==> config.mk <==
export PLATFORM = sky130hd
export DESIGN_NAME = isak_div
export DESIGN_NICKNAME = d
export VERILOG_FILES = /design/src/isak_pkg.sv /design/src/isak_div.sv
export SDC_FILE = /design/constraint.sdc
export NUM_CORES = 1
export LEC_CHECK = 0
export BUFFER_PORTS_ARGS = -buffer_cell sky130_fd_sc_hd__buf_2
export CAP_MARGIN = 5
export CORE_MARGIN = 10
export CORE_UTILIZATION = 46
export CTS_CLUSTER_DIAMETER = 40
export DETAILED_ROUTE_END_ITERATION = 8
export GPL_TIMING_DRIVEN = 0
export PLACE_DENSITY = 0.66
export SLEW_MARGIN = 20
export SYNTH_ARGS = -nofsm -noshare
export SYNTH_HDL_FRONTEND = slang
export SYNTH_SLANG_ARGS = --single-unit
==> constraint.sdc <==
create_clock -name clk -period 22.9 [get_ports clk]
set_clock_uncertainty 0.1 [all_clocks]
set_input_delay 6.87 -clock clk [delete_from_list [all_inputs] [get_ports clk]]
set_output_delay 6.87 -clock clk [all_outputs]
set_load 0.05 [all_outputs]
==> src/isak_pkg.sv <==
`timescale 1ns / 1ps
package isak_pkg;

  // Divider operand widths, shared by the sequencer and the divider.
  localparam int DIV_DVD_W = 64;
  localparam int DIV_DVS_W = 32;

  // Pi in Q16.16, and the largest covariance value.
  localparam logic signed [31:0] PI_Q16 = 32'sd205887;
  localparam logic [30:0] MAX_P = 31'h7FFF_FFFF;

  // Configuration register indexes.
  localparam logic [2:0] REG_GYRO_THR   = 3'd0;
  localparam logic [2:0] REG_ACCEL_THR  = 3'd1;
  localparam logic [2:0] REG_PROC_NOISE = 3'd2;
  localparam logic [2:0] REG_MEAS_NOISE = 3'd3;
  localparam logic [2:0] REG_INIT_COV   = 3'd4;

  // Reset values of the configuration registers.
  localparam logic [30:0] RST_GYRO_THR   = 31'd1966;
  localparam logic [30:0] RST_ACCEL_THR  = 31'd4588;
  localparam logic [30:0] RST_PROC_NOISE = 31'd6554;
  localparam logic [30:0] RST_MEAS_NOISE = 31'd6554;
  localparam logic [30:0] RST_INIT_COV   = 31'd6553600;

  // atan(2^-i) in Q16.16 for the CORDIC steps.
  function automatic logic [15:0] atan_q16(input logic [4:0] i);
    logic [15:0] v;
    case (i)
      5'd0:  v = 16'd51472;
      5'd1:  v = 16'd30386;
      5'd2:  v = 16'd16055;
      5'd3:  v = 16'd8150;
      5'd4:  v = 16'd4091;
      5'd5:  v = 16'd2047;
      5'd6:  v = 16'd1024;
      5'd7:  v = 16'd512;
      5'd8:  v = 16'd256;
      5'd9:  v = 16'd128;
      5'd10: v = 16'd64;
      5'd11: v = 16'd32;
      5'd12: v = 16'd16;
      5'd13: v = 16'd8;
      5'd14: v = 16'd4;
      5'd15: v = 16'd2;
      5'd16: v = 16'd1;
      default: v = 16'd0;
    endcase
    return v;
  endfunction

endpackage

==> src/isak_div.sv <==
`timescale 1ns / 1ps
module isak_div (
  input  logic                            clk,
  input  logic                            rst,
  input  logic                            start,
  input  logic [isak_pkg::DIV_DVD_W-1:0]  dividend,
  input  logic [isak_pkg::DIV_DVS_W-1:0]  divisor,
  output logic                            done,
  output logic [isak_pkg::DIV_DVD_W-1:0]  quotient
);
  import isak_pkg::*;

  localparam int STEP_W = $clog2(DIV_DVD_W);

  logic                  busy;
  logic [STEP_W-1:0]     step;
  logic [DIV_DVD_W-1:0]  quo;
  logic [DIV_DVS_W-1:0]  rem;
  logic [DIV_DVS_W-1:0]  dsr;
  logic [DIV_DVS_W:0]    trial;
  logic                  fits;

  // One restoring step: bring down the next dividend bit and try the subtract.
  assign trial    = {rem, quo[DIV_DVD_W-1]};
  assign fits     = trial >= {1'b0, dsr};
  assign quotient = quo;

  always_ff @(posedge clk) begin
    if (rst) begin
      busy <= 1'b0;
      done <= 1'b0;
    end else begin
      done <= 1'b0;
      if (start) begin
        quo  <= dividend;
        rem  <= '0;
        dsr  <= divisor;
        step <= STEP_W'(DIV_DVD_W - 1);
        busy <= 1'b1;
      end else if (busy) begin
        if (fits) begin
          rem <= DIV_DVS_W'(trial - {1'b0, dsr});
        end else begin
          rem <= trial[DIV_DVS_W-1:0];
        end
        quo <= {quo[DIV_DVD_W-2:0], fits};
        if (step == '0) begin
          busy <= 1'b0;
          done <= 1'b1;
        end else begin
          step <= step - 1'b1;
        end
      end
    end
  end

endmodule

* After elaboration in Yosys (flattened, before gate mapping)
Cells that the tools add are included.
** Storage, ports and cells
- Register bits after elaboration :: 136
- Latch bits :: 0
- Memory bits (writable) :: 0
- Memory bits (read-only) :: 0
- Input bits :: 99
- Output and inout bits :: 65
- Logic and storage cells :: 28
- Memories :: 0
** Cells by class
- $add $sub $neg :: 2
- Multiply operators :: 0
- Div/mod/pow operators :: 0
- $lt $le $gt $ge :: 1
- Equal/unequal tests :: 1
- Shift-type cells :: 0
- Multiplexer cells :: 10
- Bitwise gates (word level) :: 2
- Reductions and logical operators :: 6
** Operators by type and width (count)
- 64-bit 2-to-1 mux :: 2
- 32-bit 2-to-1 mux :: 2
- 33-bit by 32-bit >= comparator with 1-bit output :: 1
- 32-bit subtractor :: 1
- 6-bit 2-to-1 mux :: 2
- 6-bit logical NOT :: 1
- 6-bit by 1-bit subtractor with 6-bit output, second input constant :: 1
- 1-bit 2-to-1 mux :: 4
- 2-bit AND reduction :: 2
- 3-bit AND reduction :: 1
- 3-bit OR reduction :: 1
- 2-bit != test, second input constant :: 1
- 1-bit inverter :: 2
- 2-bit nonzero test :: 1

* Depth between registers and ports, before layout
- Word-level depth :: 4
- Depth in mapped cells :: 14
- Gate-level depth less buffers :: 11

* Worst setup path after synthesis
No wires, ideal clock.
- Path kind :: input port to flip-flop
- Start point :: input start
- End point :: register quo[0] (netlist: quotient[0]) (enable)
- Data arrival time :: 11.482 ns
- Required time :: 22.248 ns
- Path slack :: 10.767 ns
- Stages :: 4
- Path buffers :: 2
- Cells stage by stage :: clkbuf_1 clkbuf_1 nor2_1 nor2_1
** On the way
- Longest elaborated chain between the ends :: 2
** RTL lines
- start, declared :: RTL line isak_div.sv:5 : input logic start,
- 2-bit nonzero test (no line)
- 2-bit AND reduction (no line)
- end signal, assigned :: RTL line isak_div.sv:35 : quo <= dividend;
- end signal, assigned :: RTL line isak_div.sv:46 : quo <= {quo[DIV_DVD_W-2:0], fits};
- end, declared :: RTL line isak_div.sv:17 : logic [DIV_DVD_W-1:0] quo;
Every way passes these cells.
A chain may end at the register's enable or synchronous reset.

* Worst setup path in the final report
- Start point :: input start
- End point :: register quo[40] (netlist: quotient[40]) (enable)
Same word-level chain as after synthesis.

==> summary.txt <==
Finish
  • Reg area: 4060 um^2
  • Area of the multi-input gates: 3130 um^2
  • Area grow syn2layout: 24.3%
  • Most frequent cells in the layout: buf_2, edfxtp_1, mux2_2
  • # diodes: 0
  • FILL cells: 1349
  • Layout cell share with drive strength beyond 1: 34.1%
  • Design Area, Final: 9300 um^2
  • Most common cell after layout, fill and taps aside: buf_2
  • Final nets: 956
  • Final core occ: 58.3%

Synthesis
  • Top_reg_cell synth: edfxtp_1
  • Syn Nets: 770
  • Syn Std Cell Area: 7480 um^2
  • Number of synthesized flops with an enable pin: 134
  • Sequential cell area fraction in the yosys report: 54.3%
  • Synth cell types: 57
  • Seq cells post-synth: 136
  • Mapped Cells: 636
  • Avg Cell Area, Syn: 11.8 um^2
  • Synth warn: 0
  • Async SR Flop Fraction: 0%

Critical path
  • Critical Path RT: 22.93 ns
  • R2R depth: 11
  • Crit path launch type: input port
  • Worst Path Arrival: 9.01 ns
  • Crit-path max FO: 26
  • CP Capture Type: flop
  • CP Class: input port to flop

Die
  • Die ar.: 21800 um^2
  • Row cnt: 46
  • Ports: 164
  • Initial core utilization: 46.9%
  • Die W: 148 um
  • CORE AREA: 15900 um^2
  • Die height: 148 um

STA
  • Worst-margin pin slew: 1.11 ns
  • Final number of setup-violating endpoints: 0
  • Final Cycle Share: 39.2%
  • Final Hold Vio Count: 0
  • Max Fclk: 111 MHz
  • Relative slew margins: 25.2%
  • RSZ-0062 raised after global routing: no
  • Final Critical Period: 8.98 ns
  • Slew Viols, Final: 0
  • TNS Setup: 0 ns

Drt
  • TritonRoute pass-1 iters: 4
  • Via count: 5763
  • Routed Antenna Nets: 0
  • WL per Instance: 19.5 um
  • DRC: 0
  • Vias per Instance: 5.49
  • Routed wire length: 20500 um
  • DR iter-0 viols: 365

Pwr
  • Leakage: 3.84 nW
  • Total power: 0.789 mW
  • Power density over the cells: 84.9 nW/um^2
  • Maximum VDD drop: 56.9 uV

Clocking
  • Clock Path Buffers: 2
  • Num CTS Buffers: 17
  • CTS Hold Buffers Added: 0
  • Latest clock arrival within the worst-skew pair: 0.42 ns
  • H-tree depth: 4
  • TritonCTS clock tree: built
  • CTS resizes: 0
  • Clk slew on worst S/H paths: 0.06 ns
  • CTS Root Cell: clkbuf_16
  • Total clock sinks: 136
  • Post CTS Setup Buffer Count: 0

GRT
  • Largest net degree at the start of global routing: 27
  • Number of antenna violations at the first check in global routing: 0
  • Vias in the first global route: 6129
  • Gr ovfl total: 0
  • M3 GR Usage: 7.14%
  • Global Route Usage Sum: 18.9%
  • M1 GR Usage: 22.9%
  • Top Usage Layer GRT: met2
  • Met2 Track Usage GR: 30.4%
  • First-pass GRT wire length: 32900 um

Place
  • DP HPWL: 15700 um
  • Port-buffer cells: 162
  • Routability-driven placement congestion ratio: 0.944
  • DP Area: 8720 um^2

Job
  • Max cap viols: 0

Min path
  • Hold path depth: 1
  • Worst hold path type: flop to flop

Outcome
  • Outcome: finished clean
## final timing paths
check	from	endpoint	slack, ns
worst max-delay path	start	quotient[40]	13.92
worst min-delay path	busy	done	0.42
worst max register to register	rem[23]	rem[13]	19.21
worst min register to register	busy	done	0.42
## cell families after synthesis
family                     after synthesis  synth area share, %
adders and majority gates               35                 5.95
buffers and inverters                   74                 4.23
AOI/OAI and AO/OA                      141                 11.8
DFF                                    136                 54.3
and+or+nand+nor                        152                 9.95
muxes                                   72                 10.7
xor gates and xnor gates                26                 3.04
## per-layer routing
| layer | vias to the layer above | wire (um) |
|---|---|---|
| met2 | 234 | 9720 |
| met1 | 2763 | 8640 |
| met3 | 22 | 1760 |
| met4 | 0 | 342 |
| met5 | - | 0 |
| li1 | 2744 | - |
## through the flow
step                setup WS (ns)  hold slack [ns]  cells
CTS                         13.65            0.423   1050
global placement             8.65            0.401   1014
detailed placement          13.21            0.415   1019
finish                      13.92            0.420   1050
global route                13.72            0.431   1050
floorplan                   10.77            0.390    636
## area by class of cell
class | instances | area share (%)
sequential | 136 | 43.7
multi-input combinational | 426 | 33.6
timing repair buffer | 167 | 10.2
clock buffer | 19 | 4.65
tap | 216 | 2.91
inverter | 46 | 1.86
buffer | 28 | 1.55
clock inverter | 12 | 1.53
## registers in the layout, summed over array words and instances (netlist names)
name	count
quotient	64
dsr	32
rem	32
step	6
busy	1
done	1
## Yosys cell counts (all sizes together) (8+ instances only)
library cell | number | area (um^2)
edfxtp | 134 | 4020
xor2 | 9 | 78.8
a21o | 12 | 90.1
xnor2 | 17 | 149
nand3 | 11 | 60.1
ha | 34 | 425
buf | 15 | 93.8
clkbuf | 13 | 50.0
nor3 | 13 | 65.1
o21ai | 25 | 125
mux2 | 64 | 721
mux2i | 8 | 80.1
and3 | 9 | 56.3
inv | 46 | 173
nor2 | 46 | 180
a211oi | 14 | 105
nand2 | 38 | 143
a21oi | 54 | 270
## critical path: stages
cell	delay, ns
clkbuf_1	0.27
clkbuf_1	0.46
nor2_1	0.21
nor2_4	0.55
buf_16	0.25
buf_16	0.18
buf_16	0.19
## report_power, final
group	switching [mW]	internal (mW)	total (mW)
Sequential	0.00935	0.300	0.309
Clock	0.109	0.162	0.270
Combinational	0.132	0.0779	0.210
Power figures use the tool's default switching activity.
